**src/ctk_pkg.sv**
```systemverilog
package ctk_pkg;

    localparam int TEXT_CAP = 64;

    localparam logic [62:0] VMAX = {63{1'b1}};

    localparam logic [4:0] K_EOF    = 5'd0;
    localparam logic [4:0] K_IDENT  = 5'd1;
    localparam logic [4:0] K_NUMBER = 5'd2;
    localparam logic [4:0] K_INT    = 5'd3;
    localparam logic [4:0] K_RETURN = 5'd4;
    localparam logic [4:0] K_IF     = 5'd5;
    localparam logic [4:0] K_ELSE   = 5'd6;
    localparam logic [4:0] K_WHILE  = 5'd7;
    localparam logic [4:0] K_PLUS   = 5'd8;
    localparam logic [4:0] K_MINUS  = 5'd9;
    localparam logic [4:0] K_STAR   = 5'd10;
    localparam logic [4:0] K_SLASH  = 5'd11;
    localparam logic [4:0] K_LPAR   = 5'd12;
    localparam logic [4:0] K_RPAR   = 5'd13;
    localparam logic [4:0] K_LBRACE = 5'd14;
    localparam logic [4:0] K_RBRACE = 5'd15;
    localparam logic [4:0] K_SEMI   = 5'd16;
    localparam logic [4:0] K_ASSIGN = 5'd17;
    localparam logic [4:0] K_EQ     = 5'd18;
    localparam logic [4:0] K_NE     = 5'd19;
    localparam logic [4:0] K_LT     = 5'd20;
    localparam logic [4:0] K_LE     = 5'd21;
    localparam logic [4:0] K_GT     = 5'd22;
    localparam logic [4:0] K_GE     = 5'd23;
    localparam logic [4:0] K_ERROR  = 5'd24;

    localparam logic [2:0] E_NONE   = 3'd0;
    localparam logic [2:0] E_BADHEX = 3'd1;
    localparam logic [2:0] E_BADNUM = 3'd2;
    localparam logic [2:0] E_BANG   = 3'd3;
    localparam logic [2:0] E_UNEXP  = 3'd4;

    typedef enum logic [3:0] {
        M_IDLE, M_SLASH, M_LINE, M_BLOCK, M_STAR, M_EQ, M_BANG, M_LT, M_GT,
        M_IDENT, M_ZERO, M_DEC, M_HEXPRE, M_HEXRUN
    } mode_t;

    typedef struct packed {
        logic [4:0]  kind;
        logic [2:0]  err;
        logic [62:0] val;
        logic [23:0] line;
        logic [15:0] col;
        logic [31:0] off;
        logic [15:0] len;
        logic        last;
    } tok_t;

    typedef struct packed {
        logic [1:0] n;
        tok_t       t0;
        tok_t       t1;
    } push_t;

    function automatic logic is_alpha(input logic [7:0] c);
        return (c >= "a" && c <= "z") || (c >= "A" && c <= "Z") || c == "_";
    endfunction

    function automatic logic is_digit(input logic [7:0] c);
        return c >= "0" && c <= "9";
    endfunction

    function automatic logic is_ident(input logic [7:0] c);
        return is_alpha(c) || is_digit(c);
    endfunction

    function automatic logic is_hex(input logic [7:0] c);
        return is_digit(c) || (c >= "a" && c <= "f") || (c >= "A" && c <= "F");
    endfunction

    function automatic logic [3:0] hex_val(input logic [7:0] c);
        logic [7:0] d;
        if (is_digit(c)) d = c - 8'h30;
        else if (c >= "a" && c <= "f") d = c - 8'h57;
        else d = c - 8'h37;
        return d[3:0];
    endfunction

    // saturating acc * base + d, ignored past the text cap
    function automatic logic [62:0] add_digit(input logic [62:0] acc, input logic [15:0] tb,
                                              input logic [3:0] d, input logic hex);
        logic [66:0] prod;
        logic [66:0] sum;
        if (tb >= 16'(TEXT_CAP - 1)) return acc;
        if (hex) prod = {acc, 4'b0000};
        else prod = {1'b0, acc, 3'b000} + {3'b000, acc, 1'b0};
        sum = prod + {63'd0, d};
        if (sum > {4'd0, VMAX}) return VMAX;
        return sum[62:0];
    endfunction

    function automatic logic [4:0] ident_kind(input logic [15:0] tb, input logic [47:0] kb);
        if (tb == 16'd3 && kb == 48'h696E74) return K_INT;
        if (tb == 16'd6 && kb == 48'h72657475726E) return K_RETURN;
        if (tb == 16'd2 && kb == 48'h6966) return K_IF;
        if (tb == 16'd4 && kb == 48'h656C7365) return K_ELSE;
        if (tb == 16'd5 && kb == 48'h7768696C65) return K_WHILE;
        return K_IDENT;
    endfunction

    function automatic tok_t mk(input logic [4:0] kind, input logic [2:0] err,
                                input logic [62:0] val, input logic [23:0] line,
                                input logic [15:0] col, input logic [31:0] off,
                                input logic [15:0] len);
        tok_t t;
        t.kind = kind;
        t.err  = err;
        t.val  = val;
        t.line = line;
        t.col  = col;
        t.off  = off;
        t.len  = len;
        t.last = 1'b0;
        return t;
    endfunction

endpackage

```
**src/ctk_lexer.sv**
```systemverilog
module ctk_lexer
    import ctk_pkg::*;
(
    input  logic       aclk,
    input  logic       aresetn,
    input  logic       step,
    input  logic       action,
    input  logic [7:0] ch,
    output push_t      push
);

    mode_t       mode_reg, mode_next;
    logic [23:0] cur_line_reg, cur_line_next;
    logic [15:0] cur_col_reg, cur_col_next;
    logic [31:0] pos_reg, pos_next;
    logic [23:0] tl_reg, tl_next;
    logic [15:0] tc_reg, tc_next;
    logic [31:0] ts_reg, ts_next;
    logic [15:0] tb_reg, tb_next;
    logic [62:0] acc_reg, acc_next;
    logic [47:0] kb_reg, kb_next;

    tok_t        toks [2];
    logic [1:0]  cnt;
    logic        again;
    logic [4:0]  one;

    always_ff @(posedge aclk) begin
        if (!aresetn) begin
            mode_reg     <= M_IDLE;
            cur_line_reg <= 24'd1;
            cur_col_reg  <= 16'd1;
            pos_reg      <= '0;
            tl_reg       <= 24'd1;
            tc_reg       <= 16'd1;
            ts_reg       <= '0;
            tb_reg       <= '0;
            acc_reg      <= '0;
            kb_reg       <= '0;
        end else if (step) begin
            mode_reg     <= mode_next;
            cur_line_reg <= cur_line_next;
            cur_col_reg  <= cur_col_next;
            pos_reg      <= pos_next;
            tl_reg       <= tl_next;
            tc_reg       <= tc_next;
            ts_reg       <= ts_next;
            tb_reg       <= tb_next;
            acc_reg      <= acc_next;
            kb_reg       <= kb_next;
        end
    end

    always_comb begin
        mode_next     = mode_reg;
        cur_line_next = cur_line_reg;
        cur_col_next  = cur_col_reg;
        pos_next      = pos_reg;
        tl_next       = tl_reg;
        tc_next       = tc_reg;
        ts_next       = ts_reg;
        tb_next       = tb_reg;
        acc_next      = acc_reg;
        kb_next       = kb_reg;
        toks[0]       = '0;
        toks[1]       = '0;
        cnt           = 2'd0;
        again         = 1'b0;
        one           = K_ASSIGN;

        if (action) begin
            // flush the pending token, then eof at the current position
            cnt = 2'd1;
            case (mode_reg)
                M_SLASH:  toks[0] = mk(K_SLASH, E_NONE, '0, tl_reg, tc_reg, ts_reg, tb_reg);
                M_EQ:     toks[0] = mk(K_ASSIGN, E_NONE, '0, tl_reg, tc_reg, ts_reg, tb_reg);
                M_LT:     toks[0] = mk(K_LT, E_NONE, '0, tl_reg, tc_reg, ts_reg, tb_reg);
                M_GT:     toks[0] = mk(K_GT, E_NONE, '0, tl_reg, tc_reg, ts_reg, tb_reg);
                M_BANG:   toks[0] = mk(K_ERROR, E_BANG, '0, tl_reg, tc_reg, ts_reg, tb_reg);
                M_IDENT:  toks[0] = mk(ident_kind(tb_reg, kb_reg), E_NONE, '0,
                                       tl_reg, tc_reg, ts_reg, tb_reg);
                M_ZERO, M_DEC, M_HEXRUN:
                          toks[0] = mk(K_NUMBER, E_NONE, acc_reg, tl_reg, tc_reg, ts_reg, tb_reg);
                M_HEXPRE: toks[0] = mk(K_ERROR, E_BADHEX, '0, tl_reg, tc_reg, ts_reg, tb_reg);
                default:  cnt = 2'd0;
            endcase
            toks[cnt[0]] = mk(K_EOF, E_NONE, '0, cur_line_reg, cur_col_reg, pos_reg, 16'd0);
            toks[cnt[0]].last = 1'b1;
            cnt = cnt + 2'd1;
            mode_next     = M_IDLE;
            cur_line_next = 24'd1;
            cur_col_next  = 16'd1;
            pos_next      = '0;
            tl_next       = 24'd1;
            tc_next       = 16'd1;
            ts_next       = '0;
            tb_next       = '0;
            acc_next      = '0;
            kb_next       = '0;
        end else begin
            case (mode_reg)
                M_IDLE: again = 1'b1;
                M_SLASH: begin
                    if (ch == "/") mode_next = M_LINE;
                    else if (ch == "*") mode_next = M_BLOCK;
                    else begin
                        toks[0] = mk(K_SLASH, E_NONE, '0, tl_reg, tc_reg, ts_reg, tb_reg);
                        cnt = 2'd1;
                        again = 1'b1;
                    end
                end
                M_LINE:  if (ch == 8'h0A) mode_next = M_IDLE;
                M_BLOCK: if (ch == "*") mode_next = M_STAR;
                M_STAR: begin
                    if (ch == "/") mode_next = M_IDLE;
                    else if (ch != "*") mode_next = M_BLOCK;
                end
                M_EQ, M_LT, M_GT, M_BANG: begin
                    case (mode_reg)
                        M_EQ:    one = K_ASSIGN;
                        M_LT:    one = K_LT;
                        M_GT:    one = K_GT;
                        default: one = K_ERROR;
                    endcase
                    cnt = 2'd1;
                    if (ch == "=") begin
                        if (tb_reg != 16'hFFFF) tb_next = tb_reg + 16'd1;
                        toks[0] = mk((one == K_ERROR) ? K_NE : one + 5'd1, E_NONE, '0,
                                     tl_reg, tc_reg, ts_reg, tb_next);
                        mode_next = M_IDLE;
                    end else begin
                        toks[0] = mk(one, (one == K_ERROR) ? E_BANG : E_NONE, '0,
                                     tl_reg, tc_reg, ts_reg, tb_reg);
                        again = 1'b1;
                    end
                end
                M_IDENT: begin
                    if (is_ident(ch)) begin
                        if (tb_reg != 16'hFFFF) tb_next = tb_reg + 16'd1;
                        kb_next = {kb_reg[39:0], ch};
                    end else begin
                        toks[0] = mk(ident_kind(tb_reg, kb_reg), E_NONE, '0,
                                     tl_reg, tc_reg, ts_reg, tb_reg);
                        cnt = 2'd1;
                        again = 1'b1;
                    end
                end
                M_ZERO, M_DEC, M_HEXPRE, M_HEXRUN: begin
                    if (mode_reg == M_ZERO && (ch == "x" || ch == "X")) begin
                        if (tb_reg != 16'hFFFF) tb_next = tb_reg + 16'd1;
                        mode_next = M_HEXPRE;
                    end else if ((mode_reg == M_ZERO || mode_reg == M_DEC) && is_digit(ch))
                    begin
                        acc_next = add_digit(acc_reg, tb_reg, hex_val(ch), 1'b0);
                        if (tb_reg != 16'hFFFF) tb_next = tb_reg + 16'd1;
                        mode_next = M_DEC;
                    end else if ((mode_reg == M_HEXPRE || mode_reg == M_HEXRUN) && is_hex(ch))
                    begin
                        acc_next = add_digit(acc_reg, tb_reg, hex_val(ch), 1'b1);
                        if (tb_reg != 16'hFFFF) tb_next = tb_reg + 16'd1;
                        mode_next = M_HEXRUN;
                    end else begin
                        cnt = 2'd1;
                        again = 1'b1;
                        if (mode_reg == M_HEXPRE)
                            toks[0] = mk(K_ERROR, E_BADHEX, '0, tl_reg, tc_reg, ts_reg, tb_reg);
                        else if (is_ident(ch))
                            toks[0] = mk(K_ERROR, E_BADNUM, '0, tl_reg, tc_reg, ts_reg, tb_reg);
                        else
                            toks[0] = mk(K_NUMBER, E_NONE, acc_reg, tl_reg, tc_reg, ts_reg,
                                         tb_reg);
                    end
                end
                default: again = 1'b1;
            endcase

            // byte starts a fresh token unless it is whitespace
            if (again) begin
                mode_next = M_IDLE;
                if (!(ch == " " || ch == 8'h09 || ch == 8'h0D || ch == 8'h0A)) begin
                    tl_next  = cur_line_reg;
                    tc_next  = cur_col_reg;
                    ts_next  = pos_reg;
                    tb_next  = 16'd1;
                    acc_next = '0;
                    kb_next  = '0;
                    if (is_alpha(ch)) begin
                        kb_next   = {40'd0, ch};
                        mode_next = M_IDENT;
                    end else if (is_digit(ch)) begin
                        acc_next  = {59'd0, hex_val(ch)};
                        mode_next = (ch == "0") ? M_ZERO : M_DEC;
                    end else begin
                        case (ch)
                            "/": mode_next = M_SLASH;
                            "=": mode_next = M_EQ;
                            "!": mode_next = M_BANG;
                            "<": mode_next = M_LT;
                            ">": mode_next = M_GT;
                            default: begin
                                case (ch)
                                    "+": toks[cnt[0]] = mk(K_PLUS, E_NONE, '0,
                                                           cur_line_reg, cur_col_reg, pos_reg, 16'd1);
                                    "-": toks[cnt[0]] = mk(K_MINUS, E_NONE, '0,
                                                           cur_line_reg, cur_col_reg, pos_reg, 16'd1);
                                    "*": toks[cnt[0]] = mk(K_STAR, E_NONE, '0,
                                                           cur_line_reg, cur_col_reg, pos_reg, 16'd1);
                                    "(": toks[cnt[0]] = mk(K_LPAR, E_NONE, '0,
                                                           cur_line_reg, cur_col_reg, pos_reg, 16'd1);
                                    ")": toks[cnt[0]] = mk(K_RPAR, E_NONE, '0,
                                                           cur_line_reg, cur_col_reg, pos_reg, 16'd1);
                                    "{": toks[cnt[0]] = mk(K_LBRACE, E_NONE, '0,
                                                           cur_line_reg, cur_col_reg, pos_reg, 16'd1);
                                    "}": toks[cnt[0]] = mk(K_RBRACE, E_NONE, '0,
                                                           cur_line_reg, cur_col_reg, pos_reg, 16'd1);
                                    ";": toks[cnt[0]] = mk(K_SEMI, E_NONE, '0,
                                                           cur_line_reg, cur_col_reg, pos_reg, 16'd1);
                                    default: toks[cnt[0]] = mk(K_ERROR, E_UNEXP, {55'd0, ch},
                                                           cur_line_reg, cur_col_reg, pos_reg, 16'd1);
                                endcase
                                cnt = cnt + 2'd1;
                            end
                        endcase
                    end
                end
            end

            if (ch == 8'h0A) begin
                if (cur_line_reg != 24'hFFFFFF) cur_line_next = cur_line_reg + 24'd1;
                cur_col_next = 16'd1;
            end else if (cur_col_reg != 16'hFFFF) begin
                cur_col_next = cur_col_reg + 16'd1;
            end
            pos_next = pos_reg + 32'd1;

            if (cnt == 2'd1) toks[0].last = 1'b1;
            if (cnt == 2'd2) toks[1].last = 1'b1;
        end

        push.n  = cnt;
        push.t0 = toks[0];
        push.t1 = toks[1];
    end

endmodule

```
**src/ctk_out_buf.sv**
```systemverilog
module ctk_out_buf
    import ctk_pkg::*;
(
    input  logic  aclk,
    input  logic  aresetn,
    input  logic  wr_en,
    input  push_t push,
    input  logic  rd_en,
    output logic  has_room,
    output logic  not_empty,
    output tok_t  head
);

    tok_t       mem_reg [4];
    logic [1:0] wr_ptr_reg, rd_ptr_reg;
    logic [2:0] count_reg, count_next;
    logic [1:0] n_in;

    assign n_in       = wr_en ? push.n : 2'd0;
    assign has_room   = count_reg <= 3'd2;
    assign not_empty  = count_reg != 3'd0;
    assign head       = mem_reg[rd_ptr_reg];
    assign count_next = count_reg + {1'b0, n_in} - {2'b00, rd_en};

    always_ff @(posedge aclk) begin
        if (!aresetn) begin
            wr_ptr_reg <= '0;
            rd_ptr_reg <= '0;
            count_reg  <= '0;
        end else begin
            wr_ptr_reg <= wr_ptr_reg + n_in;
            rd_ptr_reg <= rd_ptr_reg + {1'b0, rd_en};
            count_reg  <= count_next;
        end
    end

    always_ff @(posedge aclk) begin
        if (n_in != 2'd0) mem_reg[wr_ptr_reg] <= push.t0;
        if (n_in == 2'd2) mem_reg[wr_ptr_reg + 2'd1] <= push.t1;
    end

endmodule

```
**src/c_subset_tokenizer_unit.sv**
```systemverilog
// Tokenizer for a small C subset, one source byte per beat.
// Slave channel: s_tdata[7:0] carries the byte, s_tuser[0] marks end of
// source (the byte is then ignored). Master channel: one token per beat,
// kind and error code in m_tuser, value and position in m_tdata, and
// m_tlast on the final token caused by an input beat.
// Path: a token passes from the input register through the lexer into the
// output queue, and leaves from the head of the queue.
// Throughput: one input beat per cycle while the queue has room. A byte that
// yields two tokens (it closes a pending token and forms one of its own)
// leaves one extra entry in the four-entry queue, as the master port drains
// at most one token per cycle; while more than two entries are waiting, the
// input is held.
// The end-of-source beat flushes the pending token, emits eof and returns
// the line, column and offset counters to their reset values.
// Reset (aresetn low, synchronous) empties the queue and the input
// register and puts the scanner between tokens at line 1, column 1.
// When the receiver stalls, the queue fills and the held beat waits with
// s_tready low while fewer than two entries are free; no beat is lost.
module c_subset_tokenizer_unit
    import ctk_pkg::*;
(
    input  logic         aclk,
    input  logic         aresetn,
    input  logic         s_tvalid,
    output logic         s_tready,
    input  logic [7:0]   s_tdata,   // ch
    input  logic [0:0]   s_tuser,   // action
    output logic         m_tvalid,
    input  logic         m_tready,
    output logic [151:0] m_tdata,   // number_value, line, column, offset, length, pad
    output logic [7:0]   m_tuser,   // kind, error_code
    output logic         m_tlast
);

    logic       in_vld_reg;
    logic       in_act_reg;
    logic [7:0] in_ch_reg;
    logic       step;
    logic       has_room;
    push_t      push;
    tok_t       head;

    // advance the held beat into the lexer whenever two queue slots are free
    assign step     = in_vld_reg && has_room;
    assign s_tready = !in_vld_reg || step;

    always_ff @(posedge aclk) begin
        if (!aresetn) begin
            in_vld_reg <= 1'b0;
        end else if (s_tready) begin
            in_vld_reg <= s_tvalid;
        end
    end

    always_ff @(posedge aclk) begin
        if (s_tready && s_tvalid) begin
            in_act_reg <= s_tuser[0];
            in_ch_reg  <= s_tdata;
        end
    end

    ctk_lexer u_lexer (
        .aclk    (aclk),
        .aresetn (aresetn),
        .step    (step),
        .action  (in_act_reg),
        .ch      (in_ch_reg),
        .push    (push)
    );

    ctk_out_buf u_out_buf (
        .aclk      (aclk),
        .aresetn   (aresetn),
        .wr_en     (step),
        .push      (push),
        .rd_en     (m_tvalid && m_tready),
        .has_room  (has_room),
        .not_empty (m_tvalid),
        .head      (head)
    );

    assign m_tdata = {1'b0, head.len, head.off, head.col, head.line, head.val};
    assign m_tuser = {head.err, head.kind};
    assign m_tlast = head.last;

endmodule

```
**config.mk**
```make
export PLATFORM = sky130hd
export DESIGN_NAME = c_subset_tokenizer_unit
export DESIGN_NICKNAME = d
export VERILOG_FILES = /design/src/ctk_pkg.sv /design/src/ctk_lexer.sv /design/src/ctk_out_buf.sv /design/src/c_subset_tokenizer_unit.sv
export SDC_FILE = /design/constraint.sdc
export NUM_CORES = 2
export LEC_CHECK = 0
export BUFFER_PORTS_ARGS = -buffer_cell sky130_fd_sc_hd__buf_2
export CAP_MARGIN = 25
export CORE_MARGIN = 1
export CORE_UTILIZATION = 30
export DETAILED_ROUTE_END_ITERATION = 6
export PLACE_DENSITY = 0.42
export SYNTH_ARGS = -nofsm -noshare
export SYNTH_HDL_FRONTEND = slang
export SYNTH_SLANG_ARGS = --single-unit
```
**constraint.sdc**
```tcl
create_clock -name aclk -period 20.6 [get_ports aclk]
set_clock_uncertainty 0.2 [all_clocks]
set_input_delay 4.12 -clock aclk [delete_from_list [all_inputs] [get_ports aclk]]
set_output_delay 4.12 -clock aclk [all_outputs]
set_load 0.02 [all_outputs]
```
==> impl_results.md <==
- Status: complete, but fails checks
- Failing checks: DRC
- Design area: 0.05749 mm²
- Area Overhead vs Synth: 12.23%
- RR Endpoint: u_lexer.acc_reg[35]$_SDFFE_PN0P_
- Setup_tns: 0 ns
- Crit path kind: reg2out
- FF-to-FF path depth: 23
- Max reg flops: 640
- Register bit total from synthesis: 932
- R2R Path Start: in_ch_reg[1]$_DFFE_PP_
- Critical Path RT: 16.28 ns
- Most used DFF post-synth: edfxtp_1
- Met1 usage: 0.2978
- Least-Margin Pin Slew: 1.132 ns
- Post-synthesis cell type count: 106
- CTS sink count: approximately 930
- Via count: 41097
- Max Clock Freq: ~0.12 GHz
- Leakage: between 15 and 20 nW
- DR iter-0 viols: 4199
- Crit path to: m_tdata[135]
- Number of global-route vias before repair: around 40000
- Placed wire-length estimate: 126800 µm
- Initial Util: 0.3023
- Asr flop ratio synth: 0
- Buffers on Ports: 174
- # hold bufs at CTS: 0
- Hold WC Path Type: reg2reg
- Crit path arrival time: 4.08 ns
- DR WL/cell: 27.13 µm
- Cell taking the most area after synthesis: edfxtp_1
- DP Area: 0.05406 mm²
- H-Tree Depth: 3
- Setup crit start: u_out_buf.rd_ptr_reg[1]$_SDFF_PN0_
- Gr usage total: 0.2175
- Post-route minimum period: 8.401 ns
- First-pass GRT wire length: 281800 µm
- Mean Syn Cell Area: 10.51 µm²
- Post-CTS setup buffer count: 0
- Clock transition at path regs: about 0.060 ns
- DRC Markers: 3
- I/O pins: 176
- Met3 Usage GRT: 0.02706
- Via density: 5.779
- Most common cell in the synthesized netlist: edfxtp_1
- Final slew viol count: 0
- CTS Root Cell: clkbuf_16
- Most Crowded Layer GR: met2
- DRT Wirelength: ~190000 µm
- Crit end category: primary output
- Met2 Resource Use GR: 0.3513
- Final hold viol count: 0
- Power Total: between 5 and 6 mW
- Final period util: 0.4078
- Die ar.: 0.1724 mm²
- Register area share after synthesis: 0.4910
- MaxCap Viol Count: 0
- Largest net degree at the start of global routing: roughly 230
- CTS buffer count: 106
- First-pass DRT Iterations: 7
- Fin nets: 4900
- Mapped Nets: 4972
- Yosys top cell area share: 0.3804
- Final ANT Viol Nets: 0
- CTS Buffer Depth: 3
- Max-slew headroom: 0.2453
- Worst setup SP type: flop
- Top post-synthesis cells by count: 649 x edfxtp_1, 605 x nor2_1, 444 x nand2_1
- Grt ovf: 0
- Die Span X: 415.2 µm
- Synth top area cells: edfxtp_1 38%, dfxtp_1 11%, mux4_2 7.0%, a32o_1 5.7%, nor2_1 4.4%
- CORE AREA: 0.1695 mm²
- Pwr/cell area: 87.45 mW/mm²
- EDFF count, synth: 649
- RD Place Congestion: 0.9121
- Initial antenna violation count: 7
- Critical path peak fanout: 60
- TritonCTS clock tree: built
- RSZ-0062 raised after global routing: false
- Endpoints failing setup: 0
- Mapped Area: between 0.05 and 0.06 mm²
- Synth Instances: ~5000
- Max VDD drop: between 0.00006 and 0.00007 V
- Fraction of layout instances using a drive strength above 1: 0.1421
- Die Y: approximately 420 µm
- # rows: 151
- YS warnings: 0
- R2R Setup Slk: 12.53 ns
- Number of gates resized after cts: 0
- Worst-Skew Late Latency: about 0.74 ns
cell usage in the layout (no fill, tap or decap), drive strengths merged, types with 83 or more instances in the layout:
master,netlist,routed
edfxtp,649,649
nor2,606,606
nand2,444,444
a32o,294,294
dfxtp,283,283
buf,79,254
a21oi,217,217
o21ai,214,214
mux4,160,160
clkbuf,356,149
nor2b,124,124
nor3,112,112
a22oi,94,94
xor2,90,90
nand3,89,89
nand4,88,88
ha,83,83
nor4,83,83
worst min path at each step:
| stage | from | end | slack [ns] | cells after the start |
|---|---|---|---|---|
| floorplan | u_lexer.kb_reg[5]$_SDFFE_PN0P_ | u_lexer.kb_reg[5]$_SDFFE_PN0P_ | 0.27 | 2 |
| finish | u_lexer.kb_reg[42]$_SDFFE_PN0P_ | u_lexer.kb_reg[42]$_SDFFE_PN0P_ | 0.31 | 2 |
| global route | u_lexer.kb_reg[42]$_SDFFE_PN0P_ | u_lexer.kb_reg[42]$_SDFFE_PN0P_ | 0.34 | 2 |
| detailed placement | u_lexer.kb_reg[47]$_SDFFE_PN0P_ | u_lexer.kb_reg[47]$_SDFFE_PN0P_ | 0.31 | 2 |
| CTS | u_lexer.kb_reg[5]$_SDFFE_PN0P_ | u_lexer.kb_reg[5]$_SDFFE_PN0P_ | 0.32 | 2 |
| global placement | u_lexer.kb_reg[5]$_SDFFE_PN0P_ | u_lexer.kb_reg[5]$_SDFFE_PN0P_ | 0.30 | 2 |
cell families (layout without fill, tap and decap cells):
| logic type | after synthesis | after routing | share of synthesized area |
|---|---|---|---|
| AO/OA/AOI/OAI | 1231 | 1231 | 0.1806 |
| buffers and inverters | 487 | 506 | 0.03671 |
| multiplexers | 167 | 167 | 0.07174 |
| adder cells (fa/ha/maj) | 86 | 86 | 0.02145 |
| flip-flops | 932 | 932 | 0.4910 |
| XOR/XNOR | 151 | 151 | 0.02596 |
| other | 1 | 2 | 0.00007320 |
| AND/OR/NAND/NOR | 1818 | 1818 | 0.1724 |
final cells by class:
type | count | area [µm²]
clock inverters | 50 | 431.7
inverters | 52 | 195.2
clock buffers | 149 | 2975
repair buffers | 255 | 1536
multi-input cells | 3454 | 24420
fillers | 17000 | 112000
well taps | 2218 | 2775
diodes | 1 | 2.502
flip-flops and latches | 932 | 25160
power breakdown:
| part | switching, mW | total [mW] | internal, mW | leakage, nW |
|---|---|---|---|---|
| clock network | 0.812 | 1.88 | 1.07 | 1.67 |
| logic | 0.630 | 0.995 | 0.365 | 9.56 |
| registers | 0.0782 | 2.15 | 2.07 | 8.54 |
critical path, stage by stage, from the launching register on:
cell	delay, ns
dfxtp_4	1.00
buf_4	0.87
buf_4	0.77
mux4_2	0.45
buf_2	0.22
metal layers:
| layer | vias to the layer above | share of wire |
|---|---|---|
| met5 | - | 0.00038 |
| met4 | 10 | 0.034 |
| met3 | 257 | 0.053 |
| met2 | 1404 | 0.47 |
| met1 | 20750 | 0.44 |
| li1 | 18676 | - |
stage by stage:
stage / hold slack (ns) / setup WS, ns / util / instances
final: 0.3094 / 12.20 / 0.3393 / 7111
after global routing: 0.3399 / 11.76 / 0.3392 / 7110
after CTS: 0.3169 / 11.71 / 0.3391 / 7109
after detailed placement: 0.3064 / 12.51 / 0.3190 / 6910
after global placement: 0.2995 / 12.54 / 0.3187 / 6907
after floorplan: 0.2681 / 4.747 / - / 4873
No activity file was read; power rests on OpenSTA's default activity.
